$ cat config.mk
export PLATFORM = sky130hd
export DESIGN_NAME = ook_back
export DESIGN_NICKNAME = d
export VERILOG_FILES = /design/src/hdl/ook_pulse_width_frame_decoder_assert.svh /design/src/hdl/ook_pkg.sv /design/src/hdl/ook_back.sv
export SDC_FILE = /design/constraint.sdc
export NUM_CORES = 1
export LEC_CHECK = 0
export ABC_AREA = 0
export ABC_CLOCK_PERIOD_IN_PS = 17200
export BUFFER_PORTS_ARGS = -buffer_cell sky130_fd_sc_hd__buf_2
export CORE_MARGIN = 2
export CORE_UTILIZATION = 45
export DETAILED_ROUTE_END_ITERATION = 16
export PLACE_DENSITY_LB_ADDON = 0.08
export SETUP_SLACK_MARGIN = 0.15
export SLEW_MARGIN = 10
export SYNTH_ARGS = -nofsm -noshare
export SYNTH_HDL_FRONTEND = slang
export SYNTH_SLANG_ARGS = --single-unit
$ cat constraint.sdc
create_clock -name i_clk -period 17.2 [get_ports i_clk]
set_input_delay 1.72 -clock i_clk [delete_from_list [all_inputs] [get_ports i_clk]]
set_output_delay 1.72 -clock i_clk [all_outputs]
set_load 0.01 [all_outputs]
$ cat src/hdl/ook_pulse_width_frame_decoder_assert.svh
// ----------------------------------------------------------------------------
// OOK decoder assertion macros
// Shared property forms for the decoder checks; clock and reset are the
// top-level i_clk and i_rst_n.
// ----------------------------------------------------------------------------
`ifndef OOK_PULSE_WIDTH_FRAME_DECODER_ASSERT_SVH
`define OOK_PULSE_WIDTH_FRAME_DECODER_ASSERT_SVH

// same-cycle implication
`define OOK_ASSERT_IMP(lbl, ante, cons, msg) \
    lbl: assert property (@(posedge i_clk) disable iff (!i_rst_n) (ante) |-> (cons)) \
        else $error(msg);

// next-cycle implication
`define OOK_ASSERT_NXT(lbl, ante, cons, msg) \
    lbl: assert property (@(posedge i_clk) disable iff (!i_rst_n) (ante) |=> (cons)) \
        else $error(msg);

`endif

$ cat src/hdl/ook_pkg.sv
// ----------------------------------------------------------------------------
// OOK decoder package
// Sizes, constants, payload types and state encodings shared by the decoder.
// ----------------------------------------------------------------------------
package ook_pkg;

    localparam int MAX_PULSES = 512;
    localparam int FRAME_BITS = 24;

    localparam int DUR_W    = 16;
    localparam int CODE_W   = 24;
    localparam int BITCNT_W = 5;
    localparam int FLOOR_W  = 16;
    localparam int MINP_W   = 10;

    localparam int CNT_W     = $clog2(MAX_PULSES + 1);
    localparam int IDX_W     = $clog2(MAX_PULSES);
    localparam int IDXC_W    = $clog2(MAX_PULSES + 3);
    localparam int CMP_W     = (CNT_W > MINP_W) ? CNT_W : MINP_W;
    localparam int BITS_W    = $clog2(FRAME_BITS + 1);
    localparam int BANKS     = 2;
    localparam int RAM_DEPTH = BANKS * MAX_PULSES;

    localparam int JOB_DEPTH = 2;
    localparam int JOB_PTR_W = $clog2(JOB_DEPTH);
    localparam int JOB_CNT_W = $clog2(JOB_DEPTH + 1);

    // band limits in tenths of a unit; compared against ten times a duration
    localparam int SHORT_LO_NUM = 6;
    localparam int SHORT_HI_NUM = 16;
    localparam int LONG_LO_NUM  = 22;
    localparam int LONG_HI_NUM  = 45;
    localparam int RATIO_DEN    = 10;
    localparam int SYNC_UNITS   = 10;
    localparam int BND_W        = DUR_W + 6;
    localparam int MUL10_W      = DUR_W + 4;

    localparam logic [FLOOR_W-1:0] GLITCH_FLOOR_RST = FLOOR_W'(80);
    localparam logic [MINP_W-1:0]  MIN_PULSES_RST   = MINP_W'(40);

    localparam int PADDR_W     = 3;
    localparam int PDATA_W     = 32;
    localparam int REG_SEL_BIT = 2;

    typedef struct packed {
        logic [DUR_W-1:0] duration;
        logic             last;
    } t_in;

    typedef struct packed {
        logic                frame_valid;
        logic [CODE_W-1:0]   code;
        logic [BITCNT_W-1:0] bit_count;
        logic [DUR_W-1:0]    pulse_unit;
    } t_out;

    typedef struct packed {
        logic             bank;
        logic [CNT_W-1:0] n;
        logic [DUR_W-1:0] te;
        logic             skip;
    } t_job;

    typedef struct packed {
        logic full;
        logic empty;
    } t_fifo_stat;

    typedef enum logic [2:0] {
        B_IDLE,
        B_SETUP,
        B_SYNC_RD,
        B_SYNC_CHK,
        B_MK_RD,
        B_SP_RD,
        B_PAIR,
        B_OUT
    } t_back_state;

    typedef enum logic {
        REG_GLITCH_FLOOR = 1'b0,
        REG_MIN_PULSES   = 1'b1
    } t_reg_idx;

endpackage

$ cat src/hdl/ook_back.sv
// ----------------------------------------------------------------------------
// OOK frame decode back end
// Walks one stored capture: finds the sync space, then classifies mark/space
// pairs into code bits and presents the result.
// ----------------------------------------------------------------------------
module ook_back import ook_pkg::*; (
    input  logic                         i_clk,
    input  logic                         i_rst_n,
    input  t_job                         i_job,
    input  t_fifo_stat                   i_stat,
    output logic                         o_pop,
    output logic                         o_re,
    output logic [$clog2(RAM_DEPTH)-1:0] o_raddr,
    input  logic [DUR_W-1:0]             i_rdata,
    output logic                         o_out_valid,
    input  logic                         i_out_ready,
    output t_out                         o_out_data,
    output logic                         o_done
);

    t_back_state           r_state;
    t_back_state           n_state;
    t_job                  r_job;
    logic [BND_W-1:0]      r_s_lo;
    logic [BND_W-1:0]      r_s_hi;
    logic [BND_W-1:0]      r_l_lo;
    logic [BND_W-1:0]      r_l_hi;
    logic [MUL10_W-1:0]    r_sync;
    logic [IDXC_W-1:0]     r_idx;
    logic [DUR_W-1:0]      r_mark;
    logic [FRAME_BITS-1:0] r_code;
    logic [BITS_W-1:0]     r_bits;

    logic [IDXC_W-1:0]     w_idx1;
    logic                  w_idx_in;
    logic                  w_pair_in;
    logic                  w_more_bits;
    logic                  w_sync_hit;
    logic [BND_W-1:0]      w_mk10;
    logic [BND_W-1:0]      w_sp10;
    logic                  w_mk_short;
    logic                  w_mk_long;
    logic                  w_sp_short;
    logic                  w_sp_long;
    logic                  w_bit0;
    logic                  w_bit1;
    logic                  w_full;

    assign w_idx1      = r_idx + IDXC_W'(1);
    assign w_idx_in    = (r_idx < IDXC_W'(r_job.n));
    assign w_pair_in   = (w_idx1 < IDXC_W'(r_job.n));
    assign w_more_bits = (r_bits < BITS_W'(FRAME_BITS));
    assign w_full      = (r_bits == BITS_W'(FRAME_BITS));
    assign w_sync_hit  = (MUL10_W'(i_rdata) >= r_sync);

    // ten times each duration, so truncated band limits compare exactly
    assign w_mk10 = BND_W'({r_mark, 3'b000}) + BND_W'({r_mark, 1'b0});
    assign w_sp10 = BND_W'({i_rdata, 3'b000}) + BND_W'({i_rdata, 1'b0});

    assign w_mk_short = (r_s_lo <= w_mk10 + BND_W'(RATIO_DEN - 1)) && (w_mk10 <= r_s_hi);
    assign w_mk_long  = (r_l_lo <= w_mk10 + BND_W'(RATIO_DEN - 1)) && (w_mk10 <= r_l_hi);
    assign w_sp_short = (r_s_lo <= w_sp10 + BND_W'(RATIO_DEN - 1)) && (w_sp10 <= r_s_hi);
    assign w_sp_long  = (r_l_lo <= w_sp10 + BND_W'(RATIO_DEN - 1)) && (w_sp10 <= r_l_hi);
    assign w_bit0     = w_mk_short && w_sp_long;
    assign w_bit1     = !w_bit0 && w_mk_long && w_sp_short;

    always_comb begin
        n_state = r_state;
        case (r_state)
            B_IDLE: begin
                if (!i_stat.empty) begin
                    n_state = B_SETUP;
                end
            end
            B_SETUP: begin
                n_state = r_job.skip ? B_OUT : B_SYNC_RD;
            end
            B_SYNC_RD: begin
                n_state = w_idx_in ? B_SYNC_CHK : B_OUT;
            end
            B_SYNC_CHK: begin
                n_state = w_sync_hit ? B_MK_RD : B_SYNC_RD;
            end
            B_MK_RD: begin
                n_state = (w_more_bits && w_pair_in) ? B_SP_RD : B_OUT;
            end
            B_SP_RD: begin
                n_state = B_PAIR;
            end
            B_PAIR: begin
                n_state = (w_bit0 || w_bit1) ? B_MK_RD : B_OUT;
            end
            B_OUT: begin
                if (i_out_ready) begin
                    n_state = B_IDLE;
                end
            end
            default: begin
                n_state = B_IDLE;
            end
        endcase
    end

    always_comb begin
        o_pop       = 1'b0;
        o_re        = 1'b0;
        o_raddr     = {r_job.bank, r_idx[IDX_W-1:0]};
        o_out_valid = 1'b0;
        o_done      = 1'b0;
        case (r_state)
            B_IDLE: begin
                o_pop = !i_stat.empty;
            end
            B_SYNC_RD: begin
                o_re = w_idx_in;
            end
            B_MK_RD: begin
                o_re = w_more_bits && w_pair_in;
            end
            B_SP_RD: begin
                o_re    = 1'b1;
                o_raddr = {r_job.bank, w_idx1[IDX_W-1:0]};
            end
            B_OUT: begin
                o_out_valid = 1'b1;
                o_done      = i_out_ready;
            end
            default: begin
                o_re = 1'b0;
            end
        endcase
    end

    always_comb begin
        o_out_data.frame_valid = w_full;
        o_out_data.code        = w_full ? CODE_W'(r_code) : '0;
        o_out_data.bit_count   = w_full ? BITCNT_W'(FRAME_BITS) : '0;
        o_out_data.pulse_unit  = r_job.skip ? '0 : r_job.te;
    end

    always_ff @(posedge i_clk) begin
        if (!i_rst_n) begin
            r_state <= B_IDLE;
        end else begin
            r_state <= n_state;
        end
    end

    always_ff @(posedge i_clk) begin
        case (r_state)
            B_IDLE: begin
                if (!i_stat.empty) begin
                    r_job  <= i_job;
                    r_idx  <= IDXC_W'(1);
                    r_bits <= '0;
                    r_code <= '0;
                end
            end
            B_SETUP: begin
                r_s_lo <= BND_W'(r_job.te) * BND_W'(SHORT_LO_NUM);
                r_s_hi <= BND_W'(r_job.te) * BND_W'(SHORT_HI_NUM);
                r_l_lo <= BND_W'(r_job.te) * BND_W'(LONG_LO_NUM);
                r_l_hi <= BND_W'(r_job.te) * BND_W'(LONG_HI_NUM);
                r_sync <= MUL10_W'(r_job.te) * MUL10_W'(SYNC_UNITS);
            end
            B_SYNC_CHK: begin
                r_idx <= w_sync_hit ? w_idx1 : r_idx + IDXC_W'(2);
            end
            B_SP_RD: begin
                r_mark <= i_rdata;
            end
            B_PAIR: begin
                if (w_bit0 || w_bit1) begin
                    r_code <= {r_code[FRAME_BITS-2:0], w_bit1};
                    r_bits <= r_bits + BITS_W'(1);
                    r_idx  <= r_idx + IDXC_W'(2);
                end
            end
            default: begin
                r_idx <= r_idx;
            end
        endcase
    end

endmodule

==> parameters.txt, run 1 <==
Parameter                              Value

Timing
  Final setup violation count ... 0
  Part of the cycle the worst path needs ... 42.56%
  Clk_skew ... 0.01157 ns
  Rel. slew slack ... 32.70%
  Max-slew violation total from the final report ... 0
  Maximum clock frequency ... 0.1366 GHz
  Slew at the pin closest to its max-slew limit ... 0.9840 ns
  Hold Fails Final Rpt ... 0
  Final setup TNS ... 0 ns
  Clock period minus final worst setup slack ... 7.320 ns
  Setup WS post-layout ... 9.880 ns
  RSZ-0062 raised after global routing ... no

Detailed routing
  Average wire per cell in the routed design ... 18.75 µm
  Count of unresolved DRC violations after routing ... 0
  Initial detailed-routing violation count ... 778
  Detailed-router iteration count before antenna repair ... 5
  Total wire length ... 42900 µm
  Overall via count from detail_route ... 12820
  Via density ... 5.602
  Count of antenna-violating nets left after detailed routing ... 0

Finish
  Commonest non-fill, non-tap cells in the layout ... 279 x sky130_fd_sc_hd__ha_1, 204 x sky130_fd_sc_hd__inv_1, 169 x sky130_fd_sc_hd__edfxtp_1
  Most frequent standard cell in the layout excluding fill and tap cells ... sky130_fd_sc_hd__ha_1
  Fraction of layout instances using a drive strength above 1 ... 9.231%
  Layout Area Growth over Synthesis ... 9.787%
  Number of diodes added for antenna fixing ... 0
  Net total in the final layout ... 2180
  Fill cells ... 3398

Die
  IO Pins ... 109
  Starting utilization of the core area ... 45.41%
  Die Width ... 195.7 µm
  Height of the die ... 195.7 µm
  DIE AREA ... 38310 µm²
  Num rows ... 70
  Placeable Area ... 36430 µm²

Power and ir drop
  Switching part of the total power ... 46.73%
  Total net switching power ... 1.630 mW
  Relative contribution of combinational cells to total power ... 63.0%
  Cell leakage power ... 8.264 nW
  P_int ... 1.859 mW
  Power per Cell Area ... 192.1 nW/µm²
  Sequential share of power ... 25.4%
  Maximum resistive drop on vdd ... 0.1048 mV
  Clock power share ... 11.6%

Clock tree
  Clock tree from TritonCTS ... yes
  CTS Sinks ... 172
  Clock-pin slew of the registers on the worst-case setup and hold paths ... 0.07 ns
  Maximum count of clock buffers along a single path ... 2
  Cts bufs inserted ... 17
  Post-cts resize count ... 0
  Clock latency of the later-clocked register in the worst-skew pair ... 0.46 ns
  Cell at the root of the clock tree ... sky130_fd_sc_hd__clkbuf_16
  Post-CTS setup buffer count ... 0
  CTS H-tree depth ... 4
  Number of buffers added to fix hold violations after cts ... 0

Yosys
  Most used flip-flop cell after synthesis ... sky130_fd_sc_hd__edfxtp_1
  Avg Inst Size Synth ... 9.686 µm²
  Netlist cell types ... 83
  Leading post-synthesis cells by cell area ... sky130_fd_sc_hd__edfxtp_1 31%, sky130_fd_sc_hd__ha_1 21%, sky130_fd_sc_hd__fa_1 5.4%
  Fraction of registers with async set/reset ... 0%
  Summed instance area of the synthesized netlist ... 16540 µm²
  Area share of the largest cell type after synthesis ... 30.68%
  Post-synthesis instance total ... 1708
  Number of enable-type register cells in the synthesized netlist ... 169
  Fraction of the yosys area taken by sequential cells ... 31.04%
  Number of warnings issued by yosys ... 0
  #FFs+latches synth ... 172
  Cell type with the highest aggregate area in the netlist ... sky130_fd_sc_hd__edfxtp_1

Run status
  Outcome ... completed

Worst setup path
  Critical path capture point type ... flip-flop
  Arrival time of the worst setup path ... 7.44 ns
  Startpoint of the most critical setup path ... i_rdata[0]
  Endpoint required time on the critical path ... 17.32 ns
  Worst flop-to-flop path startpoint ... r_mark[0]
  Crit Path Class ... primary input to flip-flop
  Largest fanout on the critical path ... 29
  Startpoint type of the worst setup path ... primary input

Flow run
  Number of max-cap violations ... 0

GRT
  Number of global-route vias before repair ... 12620
  All-Layer GR Usage ... 23.19%
  Initial antenna violation count ... 0
  Wire length of the first global-routing pass ... 68410 µm
  Remaining global-route overflow ... 0
  Pin count of the biggest net entering global routing ... 68

Placement
  Half-perimeter wire length of the detailed placement result ... 34800 µm
  GP Congestion ... 0.9514
  Input/output buffers ... 104
  Post-Place Worst Slack ... 9.458 ns

Min path
  Path type of the worst min-delay path ... flip-flop to flip-flop
  Min-delay src ... r_code[1]
[registers in the layout, summed over array words and instances, names as in the netlist]
signal	flops
r_s_lo	15
r_mark	16
r_s_hi	14
r_sync	16
r_job	28
r_bits	5
r_l_lo	19
r_code	24
r_l_hi	22
r_state	3
r_idx	10
[cells by family (layout without fill, tap and decap cells)]
group	after synthesis	in the layout	synth area share [%]
adders and majority gates	328	328	26.80
buffers and inverters	238	347	5.566
other	2	5	0.04540
xor gates and xnor gates	107	107	5.839
and+or+nand+nor	455	455	14.23
DFF	172	172	31.04
AOI/OAI and AO/OA	403	403	16.28
muxes	3	3	0.1891
[synthesized netlist by cell type (all sizes together), types with 10 or more instances]
library cell / count
nand4: 18
o21ai: 84
nand2b: 22
o21bai: 10
a21boi: 15
ha: 279
clkbuf: 25
a21o: 49
nor2: 115
and3: 42
nor4: 11
xnor2: 78
nand3: 39
and2: 35
nor2b: 32
nor3: 25
a211oi: 16
nand2: 81
fa: 45
o21a: 28
inv: 205
a2111oi: 11
edfxtp: 169
a21oi: 106
xor2: 28
[worst max-delay path: stages]
cell and delay (ns):
sky130_fd_sc_hd__buf_2 0.13, sky130_fd_sc_hd__ha_1 0.20, sky130_fd_sc_hd__inv_1 0.06, sky130_fd_sc_hd__fa_1 0.40, sky130_fd_sc_hd__nor2b_1 0.24, sky130_fd_sc_hd__o31ai_1 0.17, sky130_fd_sc_hd__a32oi_1 0.23, sky130_fd_sc_hd__xor2_1 0.51
sky130_fd_sc_hd__nand4_1 0.27, sky130_fd_sc_hd__or2_2 0.38, sky130_fd_sc_hd__xnor2_1 0.36, sky130_fd_sc_hd__ha_1 0.32, sky130_fd_sc_hd__and4_1 0.23, sky130_fd_sc_hd__a21oi_1 0.14, sky130_fd_sc_hd__nand2_1 0.06, sky130_fd_sc_hd__a21oi_1 0.45
sky130_fd_sc_hd__a211oi_1 0.11, sky130_fd_sc_hd__a311oi_1 0.32, sky130_fd_sc_hd__o22ai_1 0.15, sky130_fd_sc_hd__a21oi_1 0.18, sky130_fd_sc_hd__o221ai_1 0.18, sky130_fd_sc_hd__nand2_2 0.14, sky130_fd_sc_hd__and2_1 0.12, sky130_fd_sc_hd__buf_4 0.34
[per-stage QoR]
stage	power [mW]	cell area, µm²	util, %	instances	hold slack [ns]
floorplan	2.461	16550	-	1711	0.5068
global placement	3.023	17560	48.20	2256	0.5530
detailed placement	3.076	17560	48.20	2256	0.5633
CTS	3.500	18160	49.85	2288	0.5808
global route	3.845	18160	49.85	2288	0.6090
finish	3.489	18160	49.85	2288	0.5788
[power groups by stage]
stage / sequential (mW) / clock [mW] / combinational [mW]
after floorplan: 0.821 / 0 / 1.64
after global placement: 0.893 / 0 / 2.13
after detailed placement: 0.895 / 0 / 2.18
after CTS: 0.886 / 0.418 / 2.20
after global routing: 0.906 / 0.429 / 2.51
final: 0.886 / 0.403 / 2.20
[metal layers]
metal  global-route usage (%)  share of wire, %
met4                    6.145               1.6
met1                    34.05                51
met3                    3.043               3.6
met5                        0                 0
met2                    36.07                44
[final cells by class]
class	instances	area (µm²)	area share, %
clock buffer	17	425.4	2.342
clock inverter	15	173.9	0.9576
inverter	205	769.5	4.237
multi-input combinational	1301	10510	57.85
sequential	172	5135	28.27
tap	468	585.6	3.224
timing repair buffer	110	565.5	3.114
[path summary, 6_finish.rpt]
check / endpoint / slack, ns / depth (start not counted)
max: r_code[10] / 9.88 / 24
min: r_code[2] / 0.58 / 1
max reg2reg: r_code[10] / 10.91 / 24
min reg2reg: r_code[2] / 0.58 / 1
(Power assumes the default switching activity.)
==> inputs of run 2 (changes only) <==
--- a/config.mk
+++ b/config.mk
@@ -6,7 +6,7 @@
 export NUM_CORES = 1
 export LEC_CHECK = 0
 export ABC_AREA = 0
-export ABC_CLOCK_PERIOD_IN_PS = 17200
+export ABC_CLOCK_PERIOD_IN_PS = 7000
 export BUFFER_PORTS_ARGS = -buffer_cell sky130_fd_sc_hd__buf_2
 export CORE_MARGIN = 2
 export CORE_UTILIZATION = 45
==> constraint.sdc (replaced) <==
create_clock -name i_clk -period 7 [get_ports i_clk]
set_input_delay 0.7 -clock i_clk [delete_from_list [all_inputs] [get_ports i_clk]]
set_output_delay 0.7 -clock i_clk [all_outputs]
set_load 0.01 [all_outputs]
==> parameters.txt, run 2 (synthesis gave the netlist of run 1 again) <==
Parameter                              Value

Min path
  Path type of the worst min-delay path ... primary input to flip-flop

GRT
  Remaining global-route overflow ... 0 (unchanged)
  Initial antenna violation count ... 0 (unchanged)
  Pin count of the biggest net entering global routing ... 61 (-10%)
  Wire length of the first global-routing pass ... 67980 µm (-0.63%)
  All-Layer GR Usage ... 23.02% (-0.17 points)
  Number of global-route vias before repair ... 12630 (+0.063%)

Clock tree
  Clock tree from TritonCTS ... yes
  Cell at the root of the clock tree ... sky130_fd_sc_hd__clkbuf_16
  Post-cts resize count ... 0 (unchanged)
  CTS Sinks ... 172 (unchanged)
  Number of buffers added to fix hold violations after cts ... 0 (unchanged)
  Post-CTS setup buffer count ... 0 (unchanged)
  Clock latency of the later-clocked register in the worst-skew pair ... 0.45 ns (about the same)
  Clock-pin slew of the registers on the worst-case setup and hold paths ... 0.08 ns (about the same)
  Maximum count of clock buffers along a single path ... 2 (unchanged)
  CTS H-tree depth ... 4 (unchanged)
  Cts bufs inserted ... 17 (unchanged)

Timing
  Clk_skew ... 0.01300 ns (+0.001428 ns)
  Rel. slew slack ... 40.69% (+8.0 points)
  Final setup TNS ... 0 ns (unchanged)
  Hold Fails Final Rpt ... 0 (unchanged)
  RSZ-0062 raised after global routing ... no
  Final setup violation count ... 0 (unchanged)
  Slew at the pin closest to its max-slew limit ... 0.8896 ns (-0.09443 ns)
  Max-slew violation total from the final report ... 0 (unchanged)
  Clock period minus final worst setup slack ... 6.087 ns
  Maximum clock frequency ... 0.1643 GHz
  Part of the cycle the worst path needs ... 86.96%

Detailed routing
  Count of antenna-violating nets left after detailed routing ... 0 (unchanged)
  Total wire length ... 42810 µm (-0.20%)
  Average wire per cell in the routed design ... 18.64 µm (-0.59%)
  Initial detailed-routing violation count ... 594 (-24%)
  Via density ... 5.512 (-1.6%)
  Detailed-router iteration count before antenna repair ... 5 (unchanged)
  Overall via count from detail_route ... 12660 (-1.2%)
  Count of unresolved DRC violations after routing ... 0 (unchanged)

Worst setup path
  Critical path capture point type ... flip-flop
  Worst reg2reg path endpoint ... r_code[10]
  Critical path destination ... r_code[10]
  Worst reg-to-reg setup slack ... 0.91 ns (-10.00 ns)
  Worst flop-to-flop path startpoint ... r_mark[0]
  Startpoint type of the worst setup path ... flip-flop
  Endpoint required time on the critical path ... 7.17 ns (-10.15 ns)
  Largest fanout on the critical path ... 29 (unchanged)
  Worst r2r path cells ... 24 (unchanged)
  Crit Path Class ... flip-flop to flip-flop
  Startpoint of the most critical setup path ... r_mark[0]
  Arrival time of the worst setup path ... 6.25 ns (-1.19 ns)

Finish
  Register containing the most flip-flops in the final layout ... r_job
  Most frequent standard cell in the layout excluding fill and tap cells ... sky130_fd_sc_hd__ha_1
  Max reg flops ... 28 (unchanged)
  Commonest non-fill, non-tap cells in the layout ... 279 x sky130_fd_sc_hd__ha_1, 204 x sky130_fd_sc_hd__inv_1, 169 x sky130_fd_sc_hd__edfxtp_1
  Finished Cell Area ... 18200 µm² (+0.19%)
  Largest registers ... r_job (28), r_code (24), r_l_hi (22)
  Fill cells ... 3428 (+0.88%)
  Fraction of layout instances using a drive strength above 1 ... 9.623% (+0.39 points)
  Number of diodes added for antenna fixing ... 0 (unchanged)
  Net total in the final layout ... 2189 (+0.41%)
  Layout Area Growth over Synthesis ... 9.999%

Placement
  Half-perimeter wire length of the detailed placement result ... 34630 µm (-0.50%)
  GP Congestion ... 0.9381 (-1.4%)
  Total cell area at the placement stage ... 17630 µm² (+0.38%)
  Input/output buffers ... 104 (unchanged)

Power and ir drop
  Maximum resistive drop on vdd ... 0.2123 mV (+100%)
  Cell leakage power ... 8.300 nW (+0.44%)
  Power per Cell Area ... 466.1 nW/µm² (+140%)

Die
  Num rows ... 70 (unchanged)
  Die Width ... 195.7 µm (unchanged)
  Placeable Area ... 36430 µm² (unchanged)
  DIE AREA ... 38310 µm² (unchanged)
  Height of the die ... 195.7 µm (unchanged)
  IO Pins ... 109 (unchanged)
  Starting utilization of the core area ... 45.41% (unchanged)

Flow run
  Number of max-cap violations ... 0 (unchanged)

Run status
  Outcome ... completed
[run 2: layout make-up]
cell class	instances	area [µm²]	area share (%)
Clock buffer	18	429.2	2.358
Clock inverter	14	137.6	0.7563
Inverter	205	769.5	4.229
Multi-Input combinational cell	1301	10510	57.74
Sequential cell	172	5135	28.22
Tap cell	468	585.6	3.218
Timing Repair Buffer	119	633.1	3.479
[run 2: worst min path at each step]
stage / startpoint / to / slack (ns) / depth (start not counted)
2_1_floorplan: r_job[1] / r_l_hi[0] / 0.51 / 0
3_3_place_gp: r_code[21] / r_code[22] / 0.56 / 1
3_5_place_dp: r_code[3] / r_code[4] / 0.56 / 1
4_1_cts: i_job[11] / r_job[11] / 0.39 / 1
5_1_grt: i_job[11] / r_job[11] / 0.39 / 1
6_report: i_job[14] / r_job[14] / 0.42 / 1
[run 2: worst max-delay path, stage by stage, from the launching register on]
cell and delay, ns:
sky130_fd_sc_hd__edfxtp_1 0.48, sky130_fd_sc_hd__ha_1 0.22, sky130_fd_sc_hd__inv_1 0.06, sky130_fd_sc_hd__fa_1 0.40, sky130_fd_sc_hd__nand2b_1 0.21, sky130_fd_sc_hd__a21oi_1 0.18
sky130_fd_sc_hd__xor2_1 0.54, sky130_fd_sc_hd__and3_1 0.33, sky130_fd_sc_hd__and2_1 0.27, sky130_fd_sc_hd__nand3_1 0.12, sky130_fd_sc_hd__xor2_1 0.31, sky130_fd_sc_hd__ha_1 0.24
sky130_fd_sc_hd__a2111oi_0 0.09, sky130_fd_sc_hd__nand2_1 0.09, sky130_fd_sc_hd__a211oi_1 0.04, sky130_fd_sc_hd__a211oi_1 0.49, sky130_fd_sc_hd__o21ai_0 0.15, sky130_fd_sc_hd__a21oi_1 0.19
sky130_fd_sc_hd__o41a_1 0.18, sky130_fd_sc_hd__o221ai_1 0.15, sky130_fd_sc_hd__o41a_1 0.46, sky130_fd_sc_hd__o211ai_2 0.10, sky130_fd_sc_hd__nand2_2 0.10, sky130_fd_sc_hd__and2_1 0.15
sky130_fd_sc_hd__buf_4 0.24
[run 2: power breakdown]
part | internal, mW | leakage [nW] | switching, mW
clock network | 0.499 | 0.282 | 0.466
registers | 1.84 | 1.60 | 0.362
logic | 2.24 | 6.41 | 3.08
[run 2: metrics by stage]
step / setup slack (ns) / total power, mW / std cells / hold slack [ns] / utilization [%]
after global routing: 0.4101 / 9.380 / 2297 / 0.3938 / 49.95
after global placement: 0.5457 / 7.409 / 2265 / 0.5570 / 48.39
after floorplan: 1.036 / 6.047 / 1711 / 0.5068 / -
after CTS: 0.9538 / 8.517 / 2297 / 0.3923 / 49.95
after detailed placement: 0.4659 / 7.508 / 2265 / 0.5553 / 48.39
final: 0.9130 / 8.482 / 2297 / 0.4164 / 49.95
[run 2: layer usage]
layer	vias to the layer above	wire length (µm)	GRT usage, %
met5	-	0	0
met1	6036	21620	33.84
met2	214	19160	36.42
met4	0	625	5.499
li1	6381	-	-
met3	31	1406	2.561
==> inputs of run 3 (changes only) <==
--- a/config.mk
+++ b/config.mk
@@ -8,6 +8,7 @@
 export ABC_AREA = 0
 export ABC_CLOCK_PERIOD_IN_PS = 7000
 export BUFFER_PORTS_ARGS = -buffer_cell sky130_fd_sc_hd__buf_2
+export CORE_ASPECT_RATIO = 1.2
 export CORE_MARGIN = 2
 export CORE_UTILIZATION = 45
 export DETAILED_ROUTE_END_ITERATION = 16
==> parameters.txt, run 3 (synthesis gave the netlist of run 1 again) <==
Parameter                              Value

Placement
  Placed cell count ... 2263 (-0.088%)
  Post-Place Worst Slack ... 0.4284 ns (-0.03747 ns)
  Input/output buffers ... 104 (unchanged)
  Half-perimeter wire length of the detailed placement result ... 34680 µm (+0.15%)
  Total cell area at the placement stage ... 17630 µm² (about the same)
  GP Congestion ... 0.9351 (-0.32%)

GRT
  All-Layer GR Usage ... 22.95% (-0.068 points)
  Pin count of the biggest net entering global routing ... 84 (+38%)
  Number of global-route vias before repair ... 12770 (+1.2%)
  Initial antenna violation count ... 0 (unchanged)
  Wire length of the first global-routing pass ... 67560 µm (-0.62%)
  Remaining global-route overflow ... 0 (unchanged)

Finish
  Most frequent standard cell in the layout excluding fill and tap cells ... sky130_fd_sc_hd__ha_1
  Net total in the final layout ... 2187 (-0.091%)
  Largest registers ... r_job (28), r_code (24), r_l_hi (22)
  Final cell utilization of the core ... 50.55% (+0.60 points)
  Register containing the most flip-flops in the final layout ... r_job
  Max reg flops ... 28 (unchanged)
  Commonest non-fill, non-tap cells in the layout ... 279 x sky130_fd_sc_hd__ha_1, 204 x sky130_fd_sc_hd__inv_1, 169 x sky130_fd_sc_hd__edfxtp_1
  Number of diodes added for antenna fixing ... 0 (unchanged)
  Flip-flop and latch area ... 5135 µm² (unchanged)
  Finished Cell Area ... 18220 µm² (+0.11%)
  Fraction of layout instances using a drive strength above 1 ... 9.633% (+0.011 points)
  Fill cells ... 3381 (-1.4%)
  Non-Filler Instances ... 2295 (-0.087%)
  Layout Area Growth over Synthesis ... 10.12%
  Total area of multi-input combinational cells ... 10510 µm² (unchanged)

Power and ir drop
  Switching part of the total power ... 46.23% (+0.12 points)
  P_int ... 4.590 mW (+0.41%)
  Cell leakage power ... 8.306 nW (about the same)
  Relative contribution of combinational cells to total power ... 62.9% (+0.2 points)
  Power per Cell Area ... 468.6 nW/µm² (+0.53%)
  Sequential share of power ... 25.6% (-0.3 points)
  Total net switching power ... 3.946 mW (+0.91%)
  Maximum resistive drop on vdd ... 0.2942 mV (+39%)
  Clock power share ... 11.5% (about the same)
  Total design power ... 8.536 mW (+0.64%)

Worst setup path
  Endpoint required time on the critical path ... 7.11 ns (-0.06 ns)
  CP peak stage delay ... 0.73 ns (+0.19 ns)
  Startpoint type of the worst setup path ... flip-flop
  Largest fanout on the critical path ... 9 (-69%)
  Critical path capture point type ... flip-flop
  Crit Path Class ... flip-flop to flip-flop
  Crit path max-delay cell type ... sky130_fd_sc_hd__a2111oi_0
  Cell breakdown of the critical path ... ha_1 > inv_1 > fa_1 > nand2b_1 > a21oi_1 > xor2_1 > and3_1 > and2_1 > nand3_1 > xor2_1 > ha_1 > a2111oi_0 > nand2_1 > a211oi_1 > a211oi_1 > o21ai_0 > a21oi_1 > o41a_1 > o221ai_1 > o41a_1 > o211ai_2 > nand2_2 > a22o_1
  Arrival time of the worst setup path ... 6.41 ns (+0.16 ns)

Die
  Num rows ... 76 (+8.6%)
  Placeable Area ... 36040 µm² (-1.1%)
  Height of the die ... 214.0 µm (+9.3%)
  Die Width ... 179.0 µm (-8.5%)
  IO Pins ... 109 (unchanged)
  Starting utilization of the core area ... 45.90% (+0.50 points)
  DIE AREA ... 38320 µm² (about the same)

Timing
  Hold Fails Final Rpt ... 0 (unchanged)
  RSZ-0062 raised after global routing ... no
  Final setup violation count ... 0 (unchanged)
  Maximum clock frequency ... 0.1589 GHz (-3.3%)
  Slew at the pin closest to its max-slew limit ... 1.027 ns (+0.1372 ns)
  Max-slew violation total from the final report ... 0 (unchanged)
  Rel. slew slack ... 31.55% (-9.1 points)
  Setup WS post-layout ... 0.7061 ns (-0.2069 ns)
  Worst hold slack ... 0.4042 ns (-0.01217 ns)
  Part of the cycle the worst path needs ... 89.91% (+3.0 points)
  Final setup TNS ... 0 ns (unchanged)
  Clock period minus final worst setup slack ... 6.294 ns (+0.2069 ns)
  Clk_skew ... 0.01062 ns (-0.002372 ns)

Min path
  Path type of the worst min-delay path ... primary input to flip-flop

Clock tree
  Cts bufs inserted ... 17 (unchanged)
  Post-CTS setup buffer count ... 0 (unchanged)
  Cell at the root of the clock tree ... sky130_fd_sc_hd__clkbuf_16
  CTS H-tree depth ... 4 (unchanged)
  Clock-pin slew of the registers on the worst-case setup and hold paths ... 0.08 ns (about the same)
  Clock tree from TritonCTS ... yes
  Number of buffers added to fix hold violations after cts ... 0 (unchanged)
  CTS Sinks ... 172 (unchanged)
  Clock latency of the later-clocked register in the worst-skew pair ... 0.46 ns (about the same)
  Maximum count of clock buffers along a single path ... 2 (unchanged)
  Post-cts resize count ... 0 (unchanged)

Detailed routing
  Initial detailed-routing violation count ... 640 (+7.7%)
  Overall via count from detail_route ... 12790 (+1.0%)
  Count of antenna-violating nets left after detailed routing ... 0 (unchanged)
  Via density ... 5.572 (+1.1%)
  Average wire per cell in the routed design ... 18.60 µm (-0.18%)
  Detailed-router iteration count before antenna repair ... 5 (unchanged)
  Total wire length ... 42700 µm (-0.27%)
  Count of unresolved DRC violations after routing ... 0 (unchanged)

Run status
  Outcome ... completed

Flow run
  Number of max-cap violations ... 0 (unchanged)
run 3: cell types whose count changed in the layout (fill, tap and decap cells not counted):
| cell | previous run | this run |
|---|---|---|
| sky130_fd_sc_hd__clkinv_2 | 3 | 1 |
| sky130_fd_sc_hd__buf_12 | 0 | 1 |
| sky130_fd_sc_hd__inv_8 | 1 | 3 |
| sky130_fd_sc_hd__inv_6 | 5 | 9 |
| sky130_fd_sc_hd__clkinv_1 | 1 | 0 |
| sky130_fd_sc_hd__buf_4 | 15 | 12 |
| sky130_fd_sc_hd__clkinv_4 | 2 | 0 |
| sky130_fd_sc_hd__clkbuf_1 | 1 | 0 |
run 3: final cells by class:
type / count / share of cell area (%)
Tap cell: 468 / 3.214
Multi-Input combinational cell: 1301 / 57.68
Inverter: 205 / 4.224
Sequential cell: 172 / 28.19
Clock inverter: 15 / 0.8997
Clock buffer: 17 / 2.335
Timing Repair Buffer: 117 / 3.462
run 3: final timing paths:
kind                   start          to  slack [ns]  depth (start not counted)
setup reg to reg   r_mark[0]    r_idx[6]        0.71                         23
setup / recovery   r_mark[0]    r_idx[6]        0.71                         23
hold / removal      i_job[3]    r_job[3]        0.40                          1
hold reg to reg   r_code[11]  r_code[12]        0.58                          1
run 3: routing by layer:
metal | part of all wire [%] | wire length, µm | GRT usage, %
met5 | 0 | 0 | 0
met3 | 3.5 | 1507 | 3.050
met4 | 1.8 | 786 | 5.827
met1 | 47 | 20020 | 31.37
met2 | 48 | 20380 | 38.21
run 3: critical path: cells and delay by family (launching register included):
kind,cells,cell delay [ns]
compound gates,11,2.71
simple gates,6,1.19
fa+ha+maj,3,0.83
xor+xnor,2,0.69
flops,1,0.48
buf+inv,1,0.05
run 3: power by group through the flow:
stage               registers, mW  clock network [mW]  logic [mW]
finish                       2.18               0.983        5.37
global route                 2.23                1.05        6.11
CTS                          2.19                1.01        5.38
detailed placement           2.21                   0        5.33
global placement             2.20                   0        5.21
floorplan                    2.02                   0        4.03
